[src/rtl/core/rcsa_pkg.sv]
// ----------------------------------------------------------------------------
// rcsa_pkg
// Shared widths, slot state encodings, command and status codes, and the
// request bundle between the controller and the slot memory.
// ----------------------------------------------------------------------------
package rcsa_pkg;

	localparam int DEF_MAX_SLOTS = 64;

	localparam int CMD_W    = 2;
	localparam int IDX_W    = 6;
	localparam int STATUS_W = 3;
	localparam int CFG_W    = 7;
	localparam int STATE_W  = 8;
	// Address field of the memory request; wide enough for the largest ring.
	localparam int ADDR_W   = 8;

	localparam logic [STATE_W-1:0] SLOT_EMPTY    = 8'h00;
	localparam logic [STATE_W-1:0] AGE_MAX       = 8'hFE;
	localparam logic [STATE_W-1:0] SLOT_RESERVED = 8'hFF;
	localparam logic [STATE_W-1:0] AGE_FIRST     = 8'h01;

	localparam logic [CMD_W-1:0] CMD_ACQUIRE = 2'd0;
	localparam logic [CMD_W-1:0] CMD_RESERVE = 2'd1;
	localparam logic [CMD_W-1:0] CMD_RELEASE = 2'd2;

	localparam logic [STATUS_W-1:0] ST_OK        = 3'd0;
	localparam logic [STATUS_W-1:0] ST_OVERWRITE = 3'd1;
	localparam logic [STATUS_W-1:0] ST_ALL_RSV   = 3'd2;
	localparam logic [STATUS_W-1:0] ST_NO_USED   = 3'd3;
	localparam logic [STATUS_W-1:0] ST_BAD_ARG   = 3'd4;

	typedef struct packed {
		logic               rd_en;
		logic [ADDR_W-1:0]  rd_addr;
		logic               wr_en;
		logic [ADDR_W-1:0]  wr_addr;
		logic [STATE_W-1:0] wr_data;
		logic               clear;
	} mem_req_t;

	// Age stamps run from 1 to 0xFE and then wrap back to 1.
	function automatic logic [STATE_W-1:0] next_age(input logic [STATE_W-1:0] a);
		return (a == AGE_MAX) ? AGE_FIRST : STATE_W'(a + 8'd1);
	endfunction

endpackage

[src/rtl/core/reserved_circular_slot_allocator.sv]
// ----------------------------------------------------------------------------
// reserved_circular_slot_allocator
// Ring of slots with acquire, reserve-oldest and release commands.
// ----------------------------------------------------------------------------
// A command is taken when start is high and busy is low, and its single
// result appears on status and slot_index, marked by done for one cycle; the
// receiver cannot stall, so results must be captured when done is high.
// All slot states live in a one-port-read, one-port-write memory that is read
// one entry per cycle, and that memory port sets the time per command.
// With N the programmed slot_count: an acquire keeps busy high through a head
// scan of up to N reads, then, when every slot is used, a tail check and a
// tail scan of up to N reads; a reserve keeps it high through a tail check and
// a tail scan of up to N reads; a release through a single check read; a
// command rejected at once (unknown code, release index out of range, reserve
// with no used slots) raises no busy. The result is presented in the cycle in
// which busy falls; a command that is rejected at once answers in the cycle
// right after it is taken. Writing slot_count clears every slot in the same
// cycle and resets the pointers and the age counter.
// ----------------------------------------------------------------------------
module reserved_circular_slot_allocator #(
	parameter int MAX_SLOTS = rcsa_pkg::DEF_MAX_SLOTS
) (
	input  logic                          clk,
	input  logic                          arst_n,
	input  logic                          start,
	output logic                          busy,
	input  logic [rcsa_pkg::CMD_W-1:0]    command,
	input  logic [rcsa_pkg::IDX_W-1:0]    release_index,
	input  logic                          cfg_we,
	input  logic [rcsa_pkg::CFG_W-1:0]    cfg_wdata,
	output logic                          done,
	output logic [rcsa_pkg::STATUS_W-1:0] status,
	output logic [rcsa_pkg::IDX_W-1:0]    slot_index
);
	import rcsa_pkg::*;

	mem_req_t           mem_req;
	logic [STATE_W-1:0] rdata;

	rcsa_ctrl #(
		.MAX_SLOTS(MAX_SLOTS)
	) u_ctrl (
		.clk          (clk),
		.arst_n       (arst_n),
		.start        (start),
		.busy         (busy),
		.command      (command),
		.release_index(release_index),
		.cfg_we       (cfg_we),
		.cfg_wdata    (cfg_wdata),
		.done         (done),
		.status       (status),
		.slot_index   (slot_index),
		.mem_req      (mem_req),
		.rdata        (rdata)
	);

	rcsa_slot_mem #(
		.MAX_SLOTS(MAX_SLOTS)
	) u_mem (
		.clk   (clk),
		.arst_n(arst_n),
		.req   (mem_req),
		.rdata (rdata)
	);

	// Failed commands always report slot zero.
	a_err_idx_zero: assert property (@(posedge clk) disable iff (!arst_n)
		(done && status != ST_OK && status != ST_OVERWRITE) |-> (slot_index == '0))
		else $error("error result carries a nonzero slot index");

	// An accepted command either answers at once or holds busy.
	a_accept_progress: assert property (@(posedge clk) disable iff (!arst_n)
		(start && !busy && !cfg_we) |=> (busy || done))
		else $error("accepted command neither busy nor answered");

	// An overwrite is only found after a scan, never from an idle decision.
	a_ovw_after_scan: assert property (@(posedge clk) disable iff (!arst_n)
		(done && status == ST_OVERWRITE) |-> $past(busy))
		else $error("overwrite result without a preceding scan");

endmodule

[src/rtl/core/rcsa_slot_mem.sv]
// ----------------------------------------------------------------------------
// rcsa_slot_mem
// Slot state memory: one write and one read port, read data registered.
// A valid bit per entry makes a cleared or never written slot read as empty.
// ----------------------------------------------------------------------------
module rcsa_slot_mem #(
	parameter int MAX_SLOTS = rcsa_pkg::DEF_MAX_SLOTS
) (
	input  logic                          clk,
	input  logic                          arst_n,
	input  rcsa_pkg::mem_req_t            req,
	output logic [rcsa_pkg::STATE_W-1:0]  rdata
);
	import rcsa_pkg::*;

	localparam int PW = $clog2(MAX_SLOTS);

	logic [STATE_W-1:0]   mem [MAX_SLOTS];
	logic [MAX_SLOTS-1:0] valid_q;
	logic [STATE_W-1:0]   raw_s1;
	logic                 vld_s1;

	always_ff @(posedge clk) begin
		if (req.wr_en) begin
			mem[req.wr_addr[PW-1:0]] <= req.wr_data;
		end
		if (req.rd_en) begin
			raw_s1 <= mem[req.rd_addr[PW-1:0]];
		end
	end

	always_ff @(posedge clk or negedge arst_n) begin
		if (!arst_n) begin
			valid_q <= '0;
			vld_s1  <= 1'b0;
		end else begin
			if (req.clear) begin
				valid_q <= '0;
			end else if (req.wr_en) begin
				valid_q[req.wr_addr[PW-1:0]] <= 1'b1;
			end
			if (req.rd_en) begin
				vld_s1 <= valid_q[req.rd_addr[PW-1:0]];
			end
		end
	end

	assign rdata = vld_s1 ? raw_s1 : SLOT_EMPTY;

endmodule

[src/rtl/core/rcsa_ctrl.sv]
// ----------------------------------------------------------------------------
// rcsa_ctrl
// Command sequencer: holds the ring pointers, use count and age counter,
// scans the slot memory one entry per cycle and writes back the result.
// ----------------------------------------------------------------------------
module rcsa_ctrl #(
	parameter int MAX_SLOTS = rcsa_pkg::DEF_MAX_SLOTS
) (
	input  logic                          clk,
	input  logic                          arst_n,
	input  logic                          start,
	output logic                          busy,
	input  logic [rcsa_pkg::CMD_W-1:0]    command,
	input  logic [rcsa_pkg::IDX_W-1:0]    release_index,
	input  logic                          cfg_we,
	input  logic [rcsa_pkg::CFG_W-1:0]    cfg_wdata,
	output logic                          done,
	output logic [rcsa_pkg::STATUS_W-1:0] status,
	output logic [rcsa_pkg::IDX_W-1:0]    slot_index,
	output rcsa_pkg::mem_req_t            mem_req,
	input  logic [rcsa_pkg::STATE_W-1:0]  rdata
);
	import rcsa_pkg::*;

	localparam int PW = $clog2(MAX_SLOTS);
	localparam int CW = $clog2(MAX_SLOTS + 1);

	localparam logic [2:0] S_IDLE    = 3'd0;
	localparam logic [2:0] S_HSCAN   = 3'd1;
	localparam logic [2:0] S_OVW_CHK = 3'd2;
	localparam logic [2:0] S_RSV_CHK = 3'd3;
	localparam logic [2:0] S_TSCAN   = 3'd4;
	localparam logic [2:0] S_REL_CHK = 3'd5;

	logic [2:0]          state_q;
	logic [PW-1:0]       head_q, tail_q, p_q, t_q, idx_q;
	logic [CW-1:0]       used_q, count_q, n_q;
	logic [STATE_W-1:0]  age_q, want_q;
	logic                ovw_q, done_q;
	logic [STATUS_W-1:0] status_q;

	logic                accept, n_last, rel_ok;
	logic [PW-1:0]       p_next, tail_next, rd_addr;
	logic [CW-1:0]       clamp;

	function automatic logic [PW-1:0] ring_next(input logic [PW-1:0] p,
			input logic [CW-1:0] cnt);
		logic [CW-1:0] inc;
		inc = CW'(p) + CW'(1);
		return (inc >= cnt) ? '0 : PW'(inc);
	endfunction

	assign accept    = start && (state_q == S_IDLE);
	assign p_next    = ring_next(p_q, count_q);
	assign tail_next = ring_next(tail_q, count_q);
	assign n_last    = (n_q + CW'(1)) == count_q;
	assign rel_ok    = int'(release_index) < int'(count_q);

	always_comb begin
		if (int'(cfg_wdata) < 2) begin
			clamp = CW'(2);
		end else if (int'(cfg_wdata) > MAX_SLOTS) begin
			clamp = CW'(MAX_SLOTS);
		end else begin
			clamp = CW'(cfg_wdata);
		end
	end

	// Read address for the entry whose data is needed in the next cycle.
	always_comb begin
		rd_addr = p_next;
		unique case (state_q)
			S_IDLE: begin
				if (command == CMD_RELEASE) begin
					rd_addr = PW'(release_index);
				end else if (command == CMD_ACQUIRE) begin
					rd_addr = head_q;
				end else begin
					rd_addr = tail_q;
				end
			end
			S_HSCAN:   rd_addr = n_last ? tail_q : p_next;
			S_OVW_CHK: rd_addr = tail_next;
			S_RSV_CHK: rd_addr = tail_next;
			default:   rd_addr = p_next;
		endcase
	end

	always_comb begin
		mem_req         = '0;
		mem_req.rd_en   = accept || (state_q != S_IDLE);
		mem_req.rd_addr = ADDR_W'(rd_addr);
		mem_req.clear   = cfg_we;
		mem_req.wr_addr = ADDR_W'(p_q);
		mem_req.wr_data = SLOT_EMPTY;
		unique case (state_q)
			S_HSCAN: begin
				mem_req.wr_en   = (rdata == SLOT_EMPTY);
				mem_req.wr_data = age_q;
			end
			S_TSCAN: begin
				mem_req.wr_en   = (rdata == want_q) || n_last;
				mem_req.wr_addr = ADDR_W'(t_q);
				mem_req.wr_data = ovw_q ? age_q : SLOT_RESERVED;
			end
			S_REL_CHK: begin
				mem_req.wr_en = (rdata == SLOT_RESERVED);
			end
			default: mem_req.wr_en = 1'b0;
		endcase
	end

	always_ff @(posedge clk or negedge arst_n) begin
		if (!arst_n) begin
			state_q  <= S_IDLE;
			head_q   <= '0;
			tail_q   <= '0;
			used_q   <= '0;
			age_q    <= AGE_FIRST;
			count_q  <= CW'(MAX_SLOTS < 64 ? MAX_SLOTS : 64);
			done_q   <= 1'b0;
			status_q <= ST_OK;
			idx_q    <= '0;
			p_q      <= '0;
			t_q      <= '0;
			n_q      <= '0;
			want_q   <= SLOT_EMPTY;
			ovw_q    <= 1'b0;
		end else begin
			done_q <= 1'b0;
			if (cfg_we) begin
				count_q <= clamp;
				head_q  <= '0;
				tail_q  <= '0;
				used_q  <= '0;
				age_q   <= AGE_FIRST;
				state_q <= S_IDLE;
			end else begin
				unique case (state_q)
					S_IDLE: begin
						if (accept) begin
							p_q <= head_q;
							n_q <= '0;
							case (command)
								CMD_ACQUIRE: state_q <= S_HSCAN;
								CMD_RESERVE: begin
									if (used_q == '0) begin
										done_q   <= 1'b1;
										status_q <= ST_NO_USED;
										idx_q    <= '0;
									end else begin
										state_q <= S_RSV_CHK;
									end
								end
								CMD_RELEASE: begin
									if (rel_ok) begin
										p_q     <= PW'(release_index);
										state_q <= S_REL_CHK;
									end else begin
										done_q   <= 1'b1;
										status_q <= ST_BAD_ARG;
										idx_q    <= '0;
									end
								end
								default: begin
									done_q   <= 1'b1;
									status_q <= ST_BAD_ARG;
									idx_q    <= '0;
								end
							endcase
						end
					end
					S_HSCAN: begin
						if (rdata == SLOT_EMPTY) begin
							head_q   <= p_next;
							used_q   <= used_q + CW'(1);
							age_q    <= next_age(age_q);
							done_q   <= 1'b1;
							status_q <= ST_OK;
							idx_q    <= p_q;
							state_q  <= S_IDLE;
						end else if (n_last) begin
							// Whole ring is full; the scan has come round through every slot from the head.
							state_q <= S_OVW_CHK;
						end else begin
							p_q <= p_next;
							n_q <= n_q + CW'(1);
						end
					end
					S_OVW_CHK, S_RSV_CHK: begin
						if (rdata == SLOT_RESERVED) begin
							done_q   <= 1'b1;
							status_q <= ST_ALL_RSV;
							idx_q    <= '0;
							state_q  <= S_IDLE;
						end else if (rdata == SLOT_EMPTY && state_q == S_RSV_CHK) begin
							done_q   <= 1'b1;
							status_q <= ST_NO_USED;
							idx_q    <= '0;
							state_q  <= S_IDLE;
						end else begin
							want_q  <= next_age(rdata);
							ovw_q   <= (state_q == S_OVW_CHK);
							t_q     <= tail_q;
							p_q     <= tail_next;
							n_q     <= '0;
							state_q <= S_TSCAN;
						end
					end
					S_TSCAN: begin
						if ((rdata == want_q) || n_last) begin
							// The tail only moves when a slot with the next age exists.
							if (rdata == want_q) begin
								tail_q <= p_q;
							end
							if (ovw_q) begin
								head_q   <= t_q;
								age_q    <= next_age(age_q);
								status_q <= ST_OVERWRITE;
							end else begin
								used_q   <= used_q - CW'(1);
								status_q <= ST_OK;
							end
							done_q  <= 1'b1;
							idx_q   <= t_q;
							state_q <= S_IDLE;
						end else begin
							p_q <= p_next;
							n_q <= n_q + CW'(1);
						end
					end
					S_REL_CHK: begin
						done_q <= 1'b1;
						if (rdata == SLOT_RESERVED) begin
							status_q <= ST_OK;
							idx_q    <= p_q;
						end else begin
							status_q <= ST_BAD_ARG;
							idx_q    <= '0;
						end
						state_q <= S_IDLE;
					end
					default: state_q <= S_IDLE;
				endcase
			end
		end
	end

	assign busy       = (state_q != S_IDLE);
	assign done       = done_q;
	assign status     = status_q;
	assign slot_index = IDX_W'(idx_q);

endmodule

[config.mk]
export PLATFORM = sky130hd
export DESIGN_NAME = reserved_circular_slot_allocator
export DESIGN_NICKNAME = d
export VERILOG_FILES = /design/src/rtl/core/rcsa_pkg.sv /design/src/rtl/core/reserved_circular_slot_allocator.sv /design/src/rtl/core/rcsa_slot_mem.sv /design/src/rtl/core/rcsa_ctrl.sv
export SDC_FILE = /design/constraint.sdc
export NUM_CORES = 1
export LEC_CHECK = 0
export BUFFER_PORTS_ARGS = -buffer_cell sky130_fd_sc_hd__buf_2
export CAP_MARGIN = 5
export CORE_MARGIN = 10
export CORE_UTILIZATION = 55
export CTS_CLUSTER_SIZE = 8
export DETAILED_ROUTE_END_ITERATION = 7
export PLACE_DENSITY = 0.74
export SYNTH_ARGS = -nofsm -noshare
export SYNTH_HDL_FRONTEND = slang
export SYNTH_SLANG_ARGS = --single-unit
[constraint.sdc]
create_clock -name clk -period 3.83 [get_ports clk]
set_input_delay 0.5745 -clock clk [delete_from_list [all_inputs] [get_ports clk]]
set_output_delay 0.5745 -clock clk [all_outputs]
set_load 0.02 [all_outputs]
=== After elaboration in Yosys (flattened, before gate mapping) ===
Memories as Yosys holds them, arrays and structs flattened. A register that Yosys moved wholly into a read port is not among the register bits.
Cells that the tools add are included.

* Register bits: 140
* Latch bits: 0
* RAM bits: 512
* ROM bits: 0
* Input bits: 19
* Memories: 1

{| class="wikitable"
|+ Memories
! name !! words !! bits a word !! rd ports !! clocked after Yosys merged registers in !! wr ports !! RTL line !! RTL
|-
| u_mem.mem || 64 || 8 || 1 || 1 || 1 || rcsa_slot_mem.sv:18 || <nowiki>logic [STATE_W-1:0] mem [MAX_SLOTS];</nowiki>
|}

* $add $sub $neg: 7
* Multiply operators: 0
* Div/mod/pow operators: 0
* $lt $le $gt $ge: 8
* Equal/unequal tests: 33
* Shifts and indexed selects: 0
* Muxes and demuxes: 100
* Bitwise gates (word level): 4
* Reductions and logical operators: 25

{| class="wikitable"
|+ Operator list
! cell !! number
|-
| 6-bit 2-to-1 mux || 30
|-
| 64-bit 2-to-1 mux || 2
|-
| 7-bit 2-to-1 mux || 12
|-
| 8-bit 2-to-1 mux || 8
|-
| 64-bit bitwise OR || 1
|-
| 3-bit 2-to-1 mux || 17
|-
| 6-bit case mux with 3 select lines || 2
|-
| 8-bit case mux with 2 select lines || 2
|-
| 6-bit case mux with 5 select lines || 1
|-
| 7-bit case mux with 4 select lines || 1
|-
| 8-bit equality test (second input constant) || 3
|-
| 6-bit case mux with 4 select lines || 1
|-
| 3-bit case mux with 3 select lines || 2
|-
| 8-bit by 1-bit adder with 8-bit output (second input constant) || 2
|-
| 3-bit case mux with 5 select lines || 1
|-
| 6-bit by 1-bit adder with 7-bit output (second input constant) || 2
|-
| 7-bit by 1-bit adder with 7-bit output (second input constant) || 2
|-
| 7-bit >= comparator || 2
|-
| 6-bit by 7-bit < comparator with 1-bit output (second input constant) || 2
|-
| 7-bit case mux with 2 select lines || 1
|-
| 1-bit 2-to-1 mux || 13
|-
| 2-bit != test (second input constant) || 6
|-
| 3-bit by 2-bit != test with 1-bit output (second input constant) || 4
|-
| 3-bit case mux with 4 select lines || 1
|-
| 41 further kinds || 59
|}

=== Depth between registers and ports, before layout ===
* Depth in word-level cells: 9
* Gate-level depth with buffers: 20

=== By module ===
A second synthesis with hierarchy kept.

* Cell total of the unflattened synthesis: 1761
* Area, all modules: 28292.1 µm²

{| class="wikitable"
|+ By module, submodules not included
! module !! times used !! cells an instance !! area each (µm²) !! sequential area each (µm²)
|-
| rcsa_slot_mem || 1 || 1114 || 22738.1 || 17241.5
|-
| rcsa_ctrl || 1 || 647 || 5554.1 || 1879.3
|}

=== Least setup slack after synthesis ===
No wires, ideal clock.

* Path type: reg2reg
* From: register u_ctrl.p_q[0]
* To: register u_mem.raw_s1[5], read port of u_mem.mem, data pin
* Setup time: 0.281 ns
* Data arrival time: 3.848 ns
* Data required time: 3.549 ns
* Path slack: -0.299 ns
* Stages on the path, launching flop included: 19
* Path through: dfrtp_1 clkbuf_1 nand3_1 nor2_1 xor2_1 ha_1 a21o_1 a221o_1 a31oi_1 and2_1 o21ai_1 and2_1 buf_6 nor2_1 clkbuf_1 a22oi_1 a31o_1 a31oi_1 a211oi_2

* Longest elaborated chain between the ends: 5

{| class="wikitable"
|+ RTL lines
! element !! RTL line !! RTL
|-
| start, declared || rcsa_ctrl.sv:36 || <nowiki>logic [PW-1:0] head_q, tail_q, p_q, t_q, idx_q;</nowiki>
|-
| start signal, assigned || rcsa_ctrl.sv:142 || <nowiki>p_q <= head_q;</nowiki>
|-
| start signal, assigned || rcsa_ctrl.sv:157 || <nowiki>p_q <= PW'(release_index);</nowiki>
|-
| start signal, assigned || rcsa_ctrl.sv:186 || <nowiki>p_q <= p_next;</nowiki>
|-
| 6-bit by 1-bit adder with 7-bit output (*) || rcsa_ctrl.sv:49 || <nowiki>inc = CW'(p) + CW'(1);</nowiki>
|-
| 7-bit >= comparator || rcsa_ctrl.sv:50 || <nowiki>return (inc >= cnt) ? '0 : PW'(inc);</nowiki>
|-
| 6-bit 2-to-1 mux (*) || rcsa_ctrl.sv:50 ||
|-
| 6-bit 2-to-1 mux || rcsa_ctrl.sv:82 || <nowiki>S_HSCAN: rd_addr = n_last ? tail_q : p_next;</nowiki>
|-
| 6-bit case mux with 3 select lines (*) || rcsa_ctrl.sv:72 || <nowiki>unique case (state_q)</nowiki>
|-
| end, declared || rcsa_slot_mem.sv:20 || <nowiki>logic [STATE_W-1:0] raw_s1;</nowiki>
|}

Every way passes the cells marked *; elsewhere a longest branch is shown, timed or not.
A chain may end at the register's enable or synchronous reset.

=== Final worst setup path ===
* From: register u_ctrl.tail_q[1]
* To: register u_mem.raw_s1[2], read port of u_mem.mem, data pin

* Longest elaborated chain between the ends: 4
* Elaborated cells between the ends (all ways): 7
* Classes of those cells: add/sub: 1; order compare: 1; mux: 5

{| class="wikitable"
|+ RTL lines
! element !! RTL line !! RTL
|-
| start, declared || rcsa_ctrl.sv:36 ||
|-
| start signal, assigned || rcsa_ctrl.sv:214 || <nowiki>tail_q <= p_q;</nowiki>
|-
| 6-bit by 1-bit adder with 7-bit output || rcsa_ctrl.sv:49 ||
|-
| 7-bit >= comparator || rcsa_ctrl.sv:50 ||
|-
| 6-bit 2-to-1 mux || rcsa_ctrl.sv:50 ||
|-
| 6-bit case mux with 3 select lines (*) || rcsa_ctrl.sv:72 ||
|}

Marks and branches as above.

==> flow_metrics.tcl <==
set metrics [dict create \
    status "finished with violations" \
    violations "DRC, setup timing" \
    synthTopCellsByCount "edfxtp_1, nand2_1, nor2_1" \
    synth_top_area_share 0.5325 \
    route.detailed.drc 8 \
    vias 21750 \
    period_needed_ns 4.113 \
    drtIter0Drc 2624 \
    yosysTopAreaCell "edfxtp_1" \
    syn_nets 2494 \
    clkTransAtPathRegs_ns 0.05 \
    grt_usage 0.2609 \
    wirelength_mm 84.62 \
    synth_edf_count 520 \
    synth_area_leaders "edfxtp_1, dfrtp_1, nand2_1, mux2i_1, nand3_1" \
    row_count 84 \
    h-tree-depth 3 \
    clock_skew_ns 0.03912 \
    grt_max_degree 114 \
    fin_cells 3454 \
    grt-ovfl-total 0 \
    die_y_um 250.9 \
    gp_congestion 1.025 \
    cp_data_arrival_time_ns 4.58 \
    syn2layout_area_growth_pct 23.21 \
    hpwl_mm 52.25 \
    synth_cells 2442 \
    peakVddDrop_mv 0.5938 \
    ys_types 81 \
    post_drt_wl_per_cell_um 24.50 \
    dr.pass1.iters 8 \
    leakage_nw 13.91 \
    power_density_nw_per_um2 666.1 \
    muxShareOfSynthArea 0.04804 \
    core_area_sq_um 52660 \
    cts_tree "done" \
    maxSlewViolCount 0 \
    ys_warn_count 0 \
    clock_path_buffers 3 \
    critPathCaptureType "register" \
    antenna_left 0 \
    synth-compound-area-share 0.1123 \
    worstSetupStartpointType "register" \
    cp_max_fo 14 \
    die_area_sq_um 62950 \
    hold_path.class "in2async" \
    synth-xor-area-share 0.01045 \
    required_ns 4.29 \
    fmax_mhz 243.2 \
    hold_buffers 0 \
    vias_per_cell 6.297 \
    setup_viol_count_final 9 \
    antenna_found_initial 1 \
    drive_above_1_share 0.2238 \
    die_width_um 250.9 \
    path_class "reg2reg" \
    insertedDiodeCount 0 \
    relSlewSlack 0.3010 \
    worst_slack_ns -0.2826 \
    rsz0062_at_grt "yes" \
    grt_pass1_vias 21880 \
    worst_slew_pin_slew_ns 1.048 \
    ys.flop_type "edfxtp_1" \
    fin_util 0.6862 \
    dp_slack_ns -0.5704 \
    start_util 0.5569 \
    numPlacedInstances 3260 \
    cts_sinks 660 \
    total_power_mw 24.07 \
    synth-seq-cells 660 \
    cts_root_buffer "clkbuf_16" \
    synth_top_family_by_area "simple AND/OR/NAND/NOR gates" \
    hold_viol 0 \
    cts_buffers 92 \
    fin_nets 2781 \
    synth_seq_area_share 0.6520 \
    avgSynthCellArea_sq_um 12.01 \
    finalSetupTns_ns -1.968 \
    fin_crit_sh 1.074 \
    synth-async-reset-ratio 0.2121 \
    ios 30 \
    clock_latency_ns 0.64 \
    syn_area_sq_um 29320 \
    synthAdderAreaFrac 0.01434 \
    synth.most_common_cell "edfxtp_1" \
    grt_first_pass_wirelength_mm 128.5 \
    synth-simple-area-share 0.1333 \
    io_buffers 29 \
    drv_cap 0 \
]
## metrics by stage
| step | cell area [sq um] | hold slack, ns |
|---|---|---|
| 6_report | 36130 | 0.1360 |
| 5_1_grt | 36130 | 0.2103 |
| 4_1_cts | 35700 | 0.1589 |
| 3_5_place_dp | 31960 | 0.4832 |
| 3_3_place_gp | 31960 | 0.4602 |
| 2_1_floorplan | 29380 | 0.2789 |
## worst paths after layout
kind,start,end,slack [ns],cells past startpoint
min in group clk,cfg_wdata[5],u_ctrl.count_q[5],0.22,3
hold reg to reg,u_ctrl.t_q[0],u_ctrl.t_q[0],0.49,2
setup / recovery,u_ctrl.tail_q[1],u_mem.raw_s1[2],-0.28,18
max in group asynchronous,arst_n,u_ctrl.p_q[0],2.86,2
hold / removal,arst_n,u_ctrl.p_q[5],0.14,1
setup reg to reg,u_ctrl.tail_q[1],u_mem.raw_s1[2],-0.28,18
## power breakdown
group | switching (mW) | total, mW | internal (mW)
Combinational | 4.83 | 8.17 | 3.34
Clock | 2.96 | 7.39 | 4.43
Sequential | 0.295 | 8.51 | 8.21
## flip-flops by register name (all words and copies together), names as in the netlist
register,count
u_ctrl.slot_index,6
u_ctrl.head_q,6
u_ctrl.n_q,7
u_ctrl.done,1
u_ctrl.tail_q,6
u_ctrl.state_q,3
u_mem.raw_s1,8
u_ctrl.status,3
u_mem.mem,512
u_ctrl.ovw_q,1
u_ctrl.p_q,6
u_mem.valid_q,64
u_ctrl.want_q,8
u_ctrl.age_q,8
u_ctrl.used_q,7
u_ctrl.t_q,6
u_ctrl.count_q,7
u_mem.vld_s1,1
## cells in the final DEF, fill, tap and decap left out, types with 10 or more instances in the layout
master,synthesis,routed
o22ai_1,11,10
mux2i_1,116,112
edfxtp_1,520,520
buf_6,8,20
a21oi_2,1,15
inv_1,26,26
nand2b_1,12,10
xnor2_1,16,13
a221o_1,39,38
xor2_1,19,19
a22oi_2,0,11
a22oi_1,41,30
a221oi_2,1,11
nor2b_1,15,15
a31oi_1,23,16
a21o_1,18,11
nand3_1,199,183
buf_4,11,258
clkbuf_1,79,33
a22o_1,11,11
nand2_1,391,384
a21oi_1,190,174
dfrtp_1,138,136
mux2_2,19,19
nand3_2,0,16
o31ai_1,12,12
and3_1,11,10
ha_1,32,30
buf_2,49,27
nor2_1,213,206
clkbuf_16,0,97
buf_12,0,29
o21ai_0,51,51
## area by class of cell
| class | count | area, sq um |
|---|---|---|
| inverters | 27 | 101.3 |
| flip-flops and latches | 660 | 19120 |
| repair buffers | 353 | 3358 |
| clock inverters | 4 | 98.84 |
| fillers | 3565 | 16530 |
| multi-input cells | 1595 | 10110 |
| well taps | 688 | 860.8 |
| clock buffers | 127 | 2476 |
## routing by layer
| metal | global-route usage | part of all wire | vias to the layer above |
|---|---|---|---|
| met1 | 0.3357 | 0.39 | 10680 |
| met4 | 0.1181 | 0.045 | 2 |
| met3 | 0.04814 | 0.088 | 250 |
| met5 | 0 | 0.00014 | - |
| li1 | - | - | 9585 |
| met2 | 0.4254 | 0.48 | 1234 |
## what timing repair did
action / 4_1_cts / 5_1_grt
resized for setup: 122 / 46
gates cloned: 11 / 3
endpoints found under the setup margin: 35 / 356
buffers inserted: 32 / 17
pin swaps: 44 / 31
## worst max-delay path, stage by stage (launching register included)
cell and delay, ns:
dfrtp_1 0.41, inv_1 0.09, nor3_2 0.20, xor2_1 0.32
ha_1 0.22, nand2_2 0.08, buf_4 0.15, nor2_4 0.15
a211oi_4 0.09, a221oi_2 0.38, a21oi_4 0.11, a211o_4 0.39
buf_4 0.18, buf_16 0.16, mux2i_1 0.15, a22oi_1 0.24
a31oi_1 0.13, a221o_1 0.30, a211oi_2 0.22
## kinds of logic after synthesis
| kind of cell | after synthesis |
|---|---|
| AND/OR/NAND/NOR | 900 |
| buffers and inverters | 188 |
| multiplexers | 137 |
| AO/OA/AOI/OAI | 489 |
| flip-flops | 660 |
| XOR/XNOR | 35 |
| adder cells (fa/ha/maj) | 33 |
(Power assumes the default switching activity.)
